==> config.mk <==
export PLATFORM = sky130hd
export DESIGN_NAME = piecewise_linear_colour_ramp
export DESIGN_NICKNAME = d
export VERILOG_FILES = /design/src/hdl/plcr_pkg.sv /design/src/hdl/piecewise_linear_colour_ramp.sv /design/src/hdl/plcr_cfg_regs.sv /design/src/hdl/plcr_seg_select.sv /design/src/hdl/plcr_div_stage.sv
export SDC_FILE = /design/constraint.sdc
export NUM_CORES = 2
export LEC_CHECK = 0
export BUFFER_PORTS_ARGS = -buffer_cell sky130_fd_sc_hd__buf_2
export CAP_MARGIN = 40
export CORE_MARGIN = 8
export CORE_UTILIZATION = 35
export CTS_BUF_LIST = sky130_fd_sc_hd__clkbuf_4 sky130_fd_sc_hd__clkbuf_8 sky130_fd_sc_hd__clkbuf_16
export DETAILED_ROUTE_END_ITERATION = 10
export PLACE_DENSITY = 0.51
export SETUP_SLACK_MARGIN = 0.1
export SLEW_MARGIN = 10
export SYNTH_ARGS = -nofsm -noshare
export SYNTH_HDL_FRONTEND = slang
export SYNTH_SLANG_ARGS = --single-unit
==> constraint.sdc <==
create_clock -name aclk -period 10.9 [get_ports aclk]
set_input_delay 1.635 -clock aclk [delete_from_list [all_inputs] [get_ports aclk]]
set_output_delay 1.635 -clock aclk [all_outputs]
set_load 0.02 [all_outputs]
==> src/hdl/plcr_pkg.sv <==
// shared types, constants and register codes for the piecewise linear colour ramp
// no dependencies; every other file of the block imports this package
`default_nettype none

package plcr_pkg;

    // field widths
    localparam int POS_W      = 16;
    localparam int CH_W       = 8;
    localparam int NUM_CH     = 3;
    localparam int COLOUR_W   = NUM_CH * CH_W;
    localparam int NUM_STOPS  = 4;
    localparam int STOP_IDX_W = 2;
    localparam int MAX_STOPS  = 4;
    localparam int STOP_CNT_W = 3;
    localparam int ANCHOR_W   = NUM_STOPS * POS_W;

    // configuration port
    localparam int CFG_IDX_W  = 3;
    localparam int CFG_DATA_W = 64;

    localparam logic [CFG_IDX_W-1:0] REG_STOP_COUNT = 3'd0;
    localparam logic [CFG_IDX_W-1:0] REG_ANCHORS    = 3'd1;
    localparam logic [CFG_IDX_W-1:0] REG_COLOUR_0   = 3'd2;
    localparam logic [CFG_IDX_W-1:0] REG_COLOUR_1   = 3'd3;
    localparam logic [CFG_IDX_W-1:0] REG_COLOUR_2   = 3'd4;
    localparam logic [CFG_IDX_W-1:0] REG_COLOUR_3   = 3'd5;

    // divider: quotient bits and remainder width (2*255*65535 + 65535 fits in 25 bits)
    localparam int QUO_W = CH_W;
    localparam int REM_W = 2 * POS_W - QUO_W + 1;

    // relief preset loaded at reset
    localparam logic [STOP_CNT_W-1:0] STOP_COUNT_RESET = 3'd4;
    localparam logic [ANCHOR_W-1:0]   ANCHORS_RESET    = 64'hFFFF_A000_6000_0000;
    localparam logic [COLOUR_W-1:0]   COLOUR_0_RESET   = 24'hA0DC69;
    localparam logic [COLOUR_W-1:0]   COLOUR_1_RESET   = 24'hFFE673;
    localparam logic [COLOUR_W-1:0]   COLOUR_2_RESET   = 24'hA89B8A;
    localparam logic [COLOUR_W-1:0]   COLOUR_3_RESET   = 24'hF2F2F2;
    localparam logic [COLOUR_W-1:0]   COLOUR_WHITE     = 24'hFFFFFF;

    typedef logic [NUM_STOPS-1:0][POS_W-1:0]    anchor_set_t;
    typedef logic [NUM_STOPS-1:0][COLOUR_W-1:0] colour_set_t;

    // segment choice for one item
    typedef struct packed {
        logic                bypass;
        logic [COLOUR_W-1:0] colour;
        logic [POS_W-1:0]    x;
        logic [POS_W-1:0]    lo;
        logic [POS_W-1:0]    hi;
        logic [COLOUR_W-1:0] ca;
        logic [COLOUR_W-1:0] cb;
    } sel_t;

    // fraction and per-channel spans
    typedef struct packed {
        logic                          bypass;
        logic [COLOUR_W-1:0]           colour;
        logic [POS_W-1:0]              num;
        logic [POS_W-1:0]              den;
        logic [NUM_CH-1:0][CH_W-1:0]   lower;
        logic [NUM_CH-1:0][CH_W-1:0]   diff;
        logic [NUM_CH-1:0]             down;
    } prep_t;

    // one channel in the divider
    typedef struct packed {
        logic [REM_W-1:0] rem;
        logic [QUO_W-1:0] quo;
        logic [CH_W-1:0]  lower;
        logic             down;
    } lane_t;

    // item in the divider pipeline
    typedef struct packed {
        logic                bypass;
        logic [COLOUR_W-1:0] colour;
        logic [REM_W-1:0]    dsh;
        lane_t [NUM_CH-1:0]  lane;
    } div_t;

endpackage

`default_nettype wire

==> src/hdl/piecewise_linear_colour_ramp.sv <==
// top level of the piecewise linear colour ramp: stream in, stream out, config port
// depends on plcr_pkg, plcr_cfg_regs, plcr_seg_select, plcr_div_stage
//
// usage
//   s_tdata carries a 16-bit position (65535 is 1.0); m_tdata returns the colour.
//   the cfg channel writes one register per handshake: 0 stop count, 1 packed
//   anchors, 2..5 stop colours; cfg_ready is always high, higher indexes are
//   dropped. write configuration only while the pipeline is empty.
// timing
//   twelve register stages: segment select, span prep, multiply, eight restoring
//   divider steps (one quotient bit each, three channels in parallel) and the
//   output register, in that order.
//   throughput is one item per cycle while m_tready stays high.
// reset
//   aresetn low loads the relief preset (four stops) and empties the pipeline.
// stall
//   with m_tready low each full stage holds its item and empty stages keep
//   filling, so s_tready drops only once all twelve stages hold an item.
`default_nettype none

module piecewise_linear_colour_ramp
    import plcr_pkg::*;
(
    input  wire logic                  aclk,
    input  wire logic                  aresetn,
    // input items
    input  wire logic                  s_tvalid,
    output logic                       s_tready,
    input  wire logic [POS_W-1:0]      s_tdata,   // [15:0] position
    // result items
    output logic                       m_tvalid,
    input  wire logic                  m_tready,
    output logic [COLOUR_W-1:0]        m_tdata,   // [7:0] red, [15:8] green, [23:16] blue
    // configuration writes
    input  wire logic                  cfg_valid,
    output logic                       cfg_ready,
    input  wire logic [CFG_IDX_W-1:0]  cfg_index,
    input  wire logic [CFG_DATA_W-1:0] cfg_data
);

    logic [STOP_CNT_W-1:0] stop_count;
    anchor_set_t           anchors;
    colour_set_t           colours;

    assign cfg_ready = 1'b1;

    plcr_cfg_regs u_cfg_regs (
        .aclk       (aclk),
        .aresetn    (aresetn),
        .wr_en      (cfg_valid & cfg_ready),
        .wr_index   (cfg_index),
        .wr_data    (cfg_data),
        .stop_count (stop_count),
        .anchors    (anchors),
        .colours    (colours)
    );

    // stage enables: a stage moves when empty or when the next one moves
    logic s1_en, s2_en, s3_en, out_en;
    logic div_en   [QUO_W];
    logic div_valid[QUO_W+1];
    div_t div_data [QUO_W+1];

    logic  s1_valid_reg, s2_valid_reg, s3_valid_reg;
    sel_t  sel_comb, s1_reg;
    prep_t s2_reg, s2_next;
    div_t  s3_reg, s3_next;
    logic                m_tvalid_reg;
    logic [COLOUR_W-1:0] m_tdata_reg, m_tdata_next;

    assign out_en   = !m_tvalid_reg || m_tready;
    assign s3_en    = !s3_valid_reg || div_en[0];
    assign s2_en    = !s2_valid_reg || s3_en;
    assign s1_en    = !s1_valid_reg || s2_en;
    assign s_tready = s1_en;

    // stage 1: segment select
    plcr_seg_select u_seg_select (
        .x          (s_tdata),
        .stop_count (stop_count),
        .anchors    (anchors),
        .colours    (colours),
        .sel        (sel_comb)
    );

    // stage 2: fraction, segment length and channel spans
    always_comb begin
        logic [CH_W-1:0] ca_c;
        logic [CH_W-1:0] cb_c;
        s2_next.bypass = s1_reg.bypass;
        s2_next.colour = s1_reg.colour;
        s2_next.num    = s1_reg.x - s1_reg.lo;
        s2_next.den    = s1_reg.hi - s1_reg.lo;
        for (int c = 0; c < NUM_CH; c++) begin
            ca_c = s1_reg.ca[(NUM_CH - 1 - c) * CH_W +: CH_W];
            cb_c = s1_reg.cb[(NUM_CH - 1 - c) * CH_W +: CH_W];
            s2_next.lower[c] = ca_c;
            s2_next.down[c]  = cb_c < ca_c;
            s2_next.diff[c]  = (cb_c < ca_c) ? (ca_c - cb_c) : (cb_c - ca_c);
        end
    end

    // stage 3: span times fraction, biased by half the divisor for rounding
    always_comb begin
        logic [POS_W+CH_W-1:0] prod;
        s3_next.bypass = s2_reg.bypass;
        s3_next.colour = s2_reg.colour;
        s3_next.dsh    = REM_W'(s2_reg.den) << QUO_W;
        for (int c = 0; c < NUM_CH; c++) begin
            prod = (POS_W + CH_W)'(s2_reg.diff[c]) * (POS_W + CH_W)'(s2_reg.num);
            s3_next.lane[c].rem   = {prod, 1'b0} + REM_W'(s2_reg.den);
            s3_next.lane[c].quo   = '0;
            s3_next.lane[c].lower = s2_reg.lower[c];
            s3_next.lane[c].down  = s2_reg.down[c];
        end
    end

    // valid bits of the front stages
    always_ff @(posedge aclk) begin
        if (!aresetn) begin
            s1_valid_reg <= 1'b0;
            s2_valid_reg <= 1'b0;
            s3_valid_reg <= 1'b0;
        end else begin
            if (s1_en) s1_valid_reg <= s_tvalid;
            if (s2_en) s2_valid_reg <= s1_valid_reg;
            if (s3_en) s3_valid_reg <= s2_valid_reg;
        end
    end

    // payload of the front stages
    always_ff @(posedge aclk) begin
        if (s1_en) s1_reg <= sel_comb;
        if (s2_en) s2_reg <= s2_next;
        if (s3_en) s3_reg <= s3_next;
    end

    // divider chain, one quotient bit per stage
    assign div_valid[0] = s3_valid_reg;
    assign div_data[0]  = s3_reg;

    for (genvar k = 0; k < QUO_W; k++) begin : g_div
        if (k == QUO_W - 1) begin : g_last
            assign div_en[k] = !div_valid[k+1] || out_en;
        end else begin : g_mid
            assign div_en[k] = !div_valid[k+1] || div_en[k+1];
        end

        plcr_div_stage u_div_stage (
            .aclk      (aclk),
            .aresetn   (aresetn),
            .stage_en  (div_en[k]),
            .in_valid  (div_valid[k]),
            .in_data   (div_data[k]),
            .out_valid (div_valid[k+1]),
            .out_data  (div_data[k+1])
        );
    end

    // output stage: apply the rounded step toward the upper colour
    always_comb begin
        div_t            fin;
        logic [CH_W-1:0] q;
        fin = div_data[QUO_W];
        for (int c = 0; c < NUM_CH; c++) begin
            q = fin.lane[c].quo;
            if (fin.bypass) begin
                m_tdata_next[c * CH_W +: CH_W] = fin.colour[(NUM_CH - 1 - c) * CH_W +: CH_W];
            end else if (fin.lane[c].down) begin
                m_tdata_next[c * CH_W +: CH_W] = fin.lane[c].lower - q;
            end else begin
                m_tdata_next[c * CH_W +: CH_W] = fin.lane[c].lower + q;
            end
        end
    end

    always_ff @(posedge aclk) begin
        if (!aresetn) begin
            m_tvalid_reg <= 1'b0;
        end else if (out_en) begin
            m_tvalid_reg <= div_valid[QUO_W];
        end
    end

    always_ff @(posedge aclk) begin
        if (out_en) begin
            m_tdata_reg <= m_tdata_next;
        end
    end

    assign m_tvalid = m_tvalid_reg;
    assign m_tdata  = m_tdata_reg;

    // input is refused only when every stage is full and the receiver stalls
    a_ready_only_when_full: assert property (@(posedge aclk) disable iff (!aresetn)
        !s_tready |-> (s1_valid_reg && s2_valid_reg && s3_valid_reg &&
                       div_valid[QUO_W] && m_tvalid_reg && !m_tready))
        else $error("input refused while the pipeline has room");

    // a ready receiver never backs up into the input
    a_ready_passes: assert property (@(posedge aclk) disable iff (!aresetn)
        m_tready |-> s_tready)
        else $error("ready chain broken");

    // a blended item always has a fraction strictly inside its segment
    a_fraction_in_segment: assert property (@(posedge aclk) disable iff (!aresetn)
        (s2_valid_reg && !s2_reg.bypass) |->
            (s2_reg.num != '0 && s2_reg.num < s2_reg.den))
        else $error("blend fraction outside its segment");

endmodule

`default_nettype wire

==> src/hdl/plcr_cfg_regs.sv <==
// configuration registers of the colour ramp: stop count, anchors, stop colours
// depends on plcr_pkg
`default_nettype none

module plcr_cfg_regs
    import plcr_pkg::*;
(
    input  wire logic                  aclk,
    input  wire logic                  aresetn,
    input  wire logic                  wr_en,
    input  wire logic [CFG_IDX_W-1:0]  wr_index,
    input  wire logic [CFG_DATA_W-1:0] wr_data,
    output logic [STOP_CNT_W-1:0]      stop_count,
    output anchor_set_t                anchors,
    output colour_set_t                colours
);

    logic [STOP_CNT_W-1:0] stop_count_reg, stop_count_next;
    anchor_set_t           anchors_reg, anchors_next;
    colour_set_t           colours_reg, colours_next;

    // register write decode, unknown indexes ignored
    always_comb begin
        stop_count_next = stop_count_reg;
        anchors_next    = anchors_reg;
        colours_next    = colours_reg;
        if (wr_en) begin
            unique case (wr_index) inside
                REG_STOP_COUNT: stop_count_next = wr_data[STOP_CNT_W-1:0];
                REG_ANCHORS:    anchors_next    = wr_data[ANCHOR_W-1:0];
                REG_COLOUR_0, REG_COLOUR_1, REG_COLOUR_2, REG_COLOUR_3: begin
                    colours_next[STOP_IDX_W'(wr_index - REG_COLOUR_0)] =
                        wr_data[COLOUR_W-1:0];
                end
                default: ;
            endcase
        end
    end

    // relief preset at reset
    always_ff @(posedge aclk) begin
        if (!aresetn) begin
            stop_count_reg <= STOP_COUNT_RESET;
            anchors_reg    <= ANCHORS_RESET;
            colours_reg    <= {COLOUR_3_RESET, COLOUR_2_RESET, COLOUR_1_RESET, COLOUR_0_RESET};
        end else begin
            stop_count_reg <= stop_count_next;
            anchors_reg    <= anchors_next;
            colours_reg    <= colours_next;
        end
    end

    assign stop_count = stop_count_reg;
    assign anchors    = anchors_reg;
    assign colours    = colours_reg;

endmodule

`default_nettype wire

==> src/hdl/plcr_seg_select.sv <==
// segment search of the colour ramp: picks a fixed colour or the segment to blend
// depends on plcr_pkg
`default_nettype none

module plcr_seg_select
    import plcr_pkg::*;
(
    input  wire logic [POS_W-1:0]      x,
    input  wire logic [STOP_CNT_W-1:0] stop_count,
    input  wire anchor_set_t           anchors,
    input  wire colour_set_t           colours,
    output sel_t                       sel
);

    logic [STOP_CNT_W-1:0] n;
    logic [STOP_IDX_W-1:0] idx_last;
    logic [STOP_IDX_W-1:0] seg;
    logic [STOP_IDX_W-1:0] seg_hi;
    logic [NUM_STOPS-1:0]  lt;
    logic [NUM_STOPS-1:0]  le;
    logic                  found;

    // compare the position against every anchor at once
    always_comb begin
        for (int j = 0; j < NUM_STOPS; j++) begin
            lt[j] = x <  anchors[j];
            le[j] = x <= anchors[j];
        end
    end

    // saturated stop count and first segment whose upper anchor is above x
    always_comb begin
        n        = (stop_count > STOP_CNT_W'(MAX_STOPS)) ? STOP_CNT_W'(MAX_STOPS) : stop_count;
        idx_last = STOP_IDX_W'(n - 1'b1);
        found    = 1'b0;
        seg      = '0;
        for (int i = 0; i < NUM_STOPS - 1; i++) begin
            if (!found && (STOP_CNT_W'(i + 1) < n) && lt[i + 1]) begin
                found = 1'b1;
                seg   = STOP_IDX_W'(i);
            end
        end
        seg_hi = seg + 1'b1;
    end

    // fixed colour for the edge cases, otherwise the segment ends
    always_comb begin
        sel.x      = x;
        sel.lo     = anchors[seg];
        sel.hi     = anchors[seg_hi];
        sel.ca     = colours[seg];
        sel.cb     = colours[seg_hi];
        sel.bypass = 1'b1;
        sel.colour = COLOUR_WHITE;
        if (n == '0) begin
            sel.colour = COLOUR_WHITE;
        end else if (n == STOP_CNT_W'(1) || le[0]) begin
            sel.colour = colours[0];
        end else if (!lt[idx_last]) begin
            sel.colour = colours[idx_last];
        end else if (found) begin
            // x on the lower anchor or out-of-order anchors: take the lower colour
            if (le[seg]) begin
                sel.colour = colours[seg];
            end else begin
                sel.bypass = 1'b0;
            end
        end
    end

endmodule

`default_nettype wire

==> src/hdl/plcr_div_stage.sv <==
// one restoring step of the rounding divider, three channels side by side, registered
// depends on plcr_pkg
`default_nettype none

module plcr_div_stage
    import plcr_pkg::*;
(
    input  wire logic aclk,
    input  wire logic aresetn,
    input  wire logic stage_en,
    input  wire logic in_valid,
    input  wire div_t in_data,
    output logic      out_valid,
    output div_t      out_data
);

    logic valid_reg;
    div_t data_reg, data_next;

    // subtract the shifted divisor where it fits, shift in one quotient bit
    always_comb begin
        logic [REM_W:0] trial;
        logic           take;
        data_next     = in_data;
        data_next.dsh = in_data.dsh >> 1;
        for (int c = 0; c < NUM_CH; c++) begin
            trial = {1'b0, in_data.lane[c].rem} - {1'b0, in_data.dsh};
            take  = !trial[REM_W];
            data_next.lane[c].rem = take ? trial[REM_W-1:0] : in_data.lane[c].rem;
            data_next.lane[c].quo = {in_data.lane[c].quo[QUO_W-2:0], take};
        end
    end

    always_ff @(posedge aclk) begin
        if (!aresetn) begin
            valid_reg <= 1'b0;
        end else if (stage_en) begin
            valid_reg <= in_valid;
        end
    end

    always_ff @(posedge aclk) begin
        if (stage_en) begin
            data_reg <= data_next;
        end
    end

    assign out_valid = valid_reg;
    assign out_data  = data_reg;

endmodule

`default_nettype wire
Yosys cells after proc, flatten, opt, wreduce, memory -nomap -nowiden. Cells that the tools add are included.

Magnitude comparators: 20. Multiply operators: 3. Bitwise operators: 2. Muxes and demuxes: 58. Eq/ne operators: 6. Reductions and logical operators: 64. $add $sub $neg: 44.

Operators with widths (number): $mux W25 (21); $mux W24 (8); $bmux W24 S2 (3); $bwmux W96 (1); $sub A25 B17 Y26 (3); $sub A25 B18 Y26 (3); $sub A25 B19 Y26 (3); $sub A25 B20 Y26 (3); $sub A25 B21 Y26 (3); $sub A25 B22 Y26 (3); $sub A25 B23 Y26 (3); $sub A25 B24 Y26 (3); $add A25 B16 Y25 (3); $mul A8 B16 Y24 (3); $mux W8 (9); $sub A8 B8 Y8 (9); $bmux W16 S2 (2); $le A16 B16 Y1 (4); $lt A16 B16 Y1 (4); $demux W24 S2 (1); $logic_not A1 Y1 (38); $mux W16 (2); $sub A16 B16 Y16 (2); $add A8 B8 Y8 (3); other kinds (22) (60).

Word-level logic and storage cells: 365. Output and inout bits: 27. Flip-flop bits (word level): 1732. Input bits: 88.

Logic depth before layout (Yosys ltp).
Word-level depth: 19. Mapped depth: 28.

Hierarchy. Synthesis repeated with hierarchy kept, for this count alone.

Cells, all modules: 11077. Area, all modules: 124440.6 sq um.

By module, submodules not included: plcr_div_stage (g_div[1].u_div_stage ...) (area an instance 10163.5 sq um, cells each 858, sequential area each 5275.1 sq um, instances 7); piecewise_linear_colour_ramp (area an instance 31702.9 sq um, cells each 2905, sequential area each 11881.4 sq um, instances 1); plcr_div_stage (g_div[0].u_div_stage) (area an instance 10248.6 sq um, cells each 837, sequential area each 5275.1 sq um, instances 1); plcr_cfg_regs (area an instance 6501.2 sq um, cells each 632, sequential area each 3263.1 sq um, instances 1); plcr_seg_select (area an instance 4843.4 sq um, cells each 697, sequential area each 0.0 sq um, instances 1).

Least setup slack after synthesis. No wires, ideal clock.

Path type: input -> output. From: in m_tready. To: out s_tready. Path slack: 2.096 ns. Data arrival time: 7.169 ns. Data required time: 9.265 ns. Stages on the path: 9. Cell sequence: nor2b_1 > and2_1 > inv_1 > nor2_1 > and2_1 > and3_1 > and3_1 > and2_1 > nand2_1.

Longest elaborated chain between the ends: 12.

RTL lines: start: declaration (RTL line piecewise_linear_colour_ramp.sv:32) `input wire logic m_tready,`; $logic_or A1 B1 Y1 (RTL line piecewise_linear_colour_ramp.sv:71) `assign out_en = !m_tvalid_reg || m_tready;`; $logic_or A1 B1 Y1 (RTL line piecewise_linear_colour_ramp.sv:144) `assign div_en[k] = !div_valid[k+1] || out_en;`; via g_div[7].u_div_stage.stage_en (RTL line plcr_div_stage.sv:10) `input wire logic stage_en,`; $logic_or A1 B1 Y1 (7 in series) (RTL line piecewise_linear_colour_ramp.sv:146) `assign div_en[k] = !div_valid[k+1] || div_en[k+1];`; $logic_or A1 B1 Y1 (RTL line piecewise_linear_colour_ramp.sv:72) `assign s3_en = !s3_valid_reg || div_en[0];`; $logic_or A1 B1 Y1 (RTL line piecewise_linear_colour_ramp.sv:73) `assign s2_en = !s2_valid_reg || s3_en;`; $logic_or A1 B1 Y1 (RTL line piecewise_linear_colour_ramp.sv:74) `assign s1_en = !s1_valid_reg || s2_en;`; end: declaration (RTL line piecewise_linear_colour_ramp.sv:28) `output logic s_tready,`.

The timed path passes the listed nets, and every way through them passes these cells.

Worst setup path after layout. Ends and elaborated chain as after synthesis.

==> summary.md <==
| Metric | Value |
|---|---|
| WP depth | `11` |
| Most frequent cells in the layout | `1,533 x edfxtp_1, 816 x nand2_1, 760 x inv_1, 729 x ha_1, 420 x a21oi_1` |
| Via count | `60,939` |
| R2R Setup Slk | `4.38 ns` |
| Top delay family on crit path | `simple AND/OR/NAND/NOR gates` |
| Clock skew | `0.08171 ns` |
| Hold Crit Depth | `0` |
| Slowest CP cell | `clkinv_2` |
| GP Congestion | `0.8877` |
| Setup Fix Bufs, Post-CTS | `0` |
| Yosys cell types | `101` |
| Core area | `273,600 sq um` |
| I/O pins | `115` |
| Prevailing post-synth register cell | `edfxtp_1` |
| Post-Syn Area | `96,280 sq um` |
| Outcome | `finished, final reports clean` |
| Vias in the first global route | `62,455` |
| Final ANT Viol Nets | `0` |
| Max-slew violations | `0` |
| Commonest non-fill, non-tap cell in the layout | `edfxtp_1` |
| Crit path kind | `in2out` |
| CP bufs+invs | `3` |
| Startpoint Class | `input port` |
| Worst hold endpoint | `g_div[4].u_div_stage.out_data[18]` |
| R2R Path End | `div_data[1449]` |
| Share of async-settable or async-resettable flops after synthesis | `0` |
| Pin count of the biggest net entering global routing | `144` |
| FP Rows | `192` |
| Gr ovfl total | `0` |
| R2R cell count | `21` |
| Worst skew pair latency | `0.88 ns` |
| # port buffers | `113` |
| TritonCTS clock tree | `built` |
| Routed len/inst | `19.69 um` |
| H-tree depth | `4` |
| Worst-margin pin slew | `0.9242 ns` |
| Synth warnings | `0` |
| Post-cts sizing count | `0` |
| Die W | `540.5 um` |
| Final Hold Viols | `0` |
| Largest register FFs | `1,140` |
| Post-route minimum period | `7.022 ns` |
| Final setup fails | `0` |
| Synth Register Bits | `1,708` |
| Worst r2r src | `s2_reg[5]` |
| CP max FO | `33` |
| DRC | `0` |
| Num CTS Buffers | `196` |
| Sequential fraction of the synthesis area | `0.5145` |
| Number of synthesized flops with an enable pin | `1,533` |
| HP Start | `g_div[3].u_div_stage.out_data[18]` |
| Worst Hold Class | `reg2reg` |
| GRT Util Overall | `0.1594` |
| Die Ht | `540.5 um` |
| Reg clk slew, reported paths | `0.06 ns` |
| Starting Density | `0.3519` |
| Fin Setup TNS | `0 ns` |
| Pre-Repair DR Iteration Count | `7` |
| Die ar. | `292,100 sq um` |
| Vias per inst | `5.008` |
| Syn Inst Count | `8,269` |
| Syn Nets | `9,373` |
| Multi-input gate area | `42,990 sq um` |
| Layout cells sized above 1 | `0.08442` |
| Register area | `49,540 sq um` |
| # nets final | `9,532` |
| CP endpoint kind | `output port` |
| Hold buffers post-CTS | `0` |
| Req. time, crit path | `9.27 ns` |
| # fillers | `25,831` |
| HPWL after detailed placement | `180,400 um` |
| Worst stage delay on the critical path | `0.56 ns` |
| Sink Count | `1,708` |
| Max clock buf depth | `4` |
| Starting DRT DRC Count | `3,415` |
| DRT Wirelength | `239,600 um` |
| Crit-path cells | `buf_2 -> nor2b_1 -> and2_1 -> clkinv_2 -> nor2_1 -> and2_1 -> and3_1 -> and3_1 -> and2_1 -> nand2_4 -> buf_2` |
| Initial antenna violation count | `18` |
| P&R area growth vs syn | `11.91%` |
| Rel. slew slack | `0.3839` |
| CP most frequent cell | `and2_1` |
| RSZ-0062 raised after global routing | `false` |
| Fmax | `0.1424 GHz` |
| MaxCap Viol Count | `0` |
| Mapped Avg Cell Area | `11.64 sq um` |
| Tcrit/Tclk final | `0.6442` |
| First-pass GRT wire length | `367,400 um` |
| Crit path arrival time | `5.39 ns` |
| CTS root buf | `clkbuf_16` |
final cells by class:
cell class | instances | area share
clock inverters | 103 | 0.01001
well taps | 3589 | 0.04168
clock buffers | 243 | 0.04953
flip-flops and latches | 1708 | 0.4598
inverters | 769 | 0.02701
diodes | 3 | 0.00006968
repair buffers | 191 | 0.01290
multi-input cells | 5562 | 0.3990
kinds of logic after synthesis:
group	count (synthesis)	share of synthesized area
buf+inv	999	0.03991
mux	203	0.02545
flops	1708	0.5145
compound gates	1673	0.1139
xor+xnor	448	0.04090
simple gates	2221	0.1109
other cells	1	0.00003895
fa+ha+maj	1016	0.1544
cells in the mapped netlist (all sizes together) (145+ instances only):
| library cell | n | area [sq um] |
|---|---|---|
| xor2 | 158 | 1384 |
| inv | 769 | 2887 |
| edfxtp | 1533 | 46030 |
| a21o | 145 | 1089 |
| a21boi | 147 | 1104 |
| ha | 729 | 9121 |
| nor2 | 399 | 1510 |
| xnor2 | 289 | 2531 |
| o21ai | 367 | 1852 |
| nand2 | 820 | 3078 |
| and2 | 332 | 2080 |
| a21oi | 442 | 2302 |
| dfxtp | 175 | 3503 |
| fa | 287 | 5746 |
| clkbuf | 180 | 675.7 |
metrics by stage:
step | hold slack (ns) | setup WS (ns) | cell area, sq um | cells | util
floorplan | 0.4003 | 2.096 | 96280 | 8269 | -
CTS | 0.3643 | 3.786 | 107700 | 12164 | 0.3936
detailed placement | 0.4045 | 3.792 | 101300 | 11818 | 0.3702
finish | 0.3634 | 3.878 | 107700 | 12168 | 0.3938
global route | 0.3659 | 3.518 | 107700 | 12166 | 0.3937
global placement | 0.4016 | 3.880 | 101000 | 11803 | 0.3692
per-layer routing:
metal / track usage / up-vias / wire length, um
li1: - / 29794 / -
met1: 0.2105 / 29589 / 108500
met2: 0.2722 / 1159 / 114000
met3: 0.02137 / 389 / 9665
met4: 0.04969 / 8 / 7423
met5: 0 / - / 53
how the worst max path moves through the flow:
stage	start	to	slack (ns)
after floorplan	m_tready	s_tready	2.10
after global placement	m_tready	s_tready	3.88
after detailed placement	m_tready	s_tready	3.79
after CTS	m_tready	s_tready	3.79
after global routing	m_tready	s_tready	3.52
final	m_tready	s_tready	3.88
Power is not shown: default switching activity piles up to over one toggle a cycle in this logic, so the estimate is an artifact.
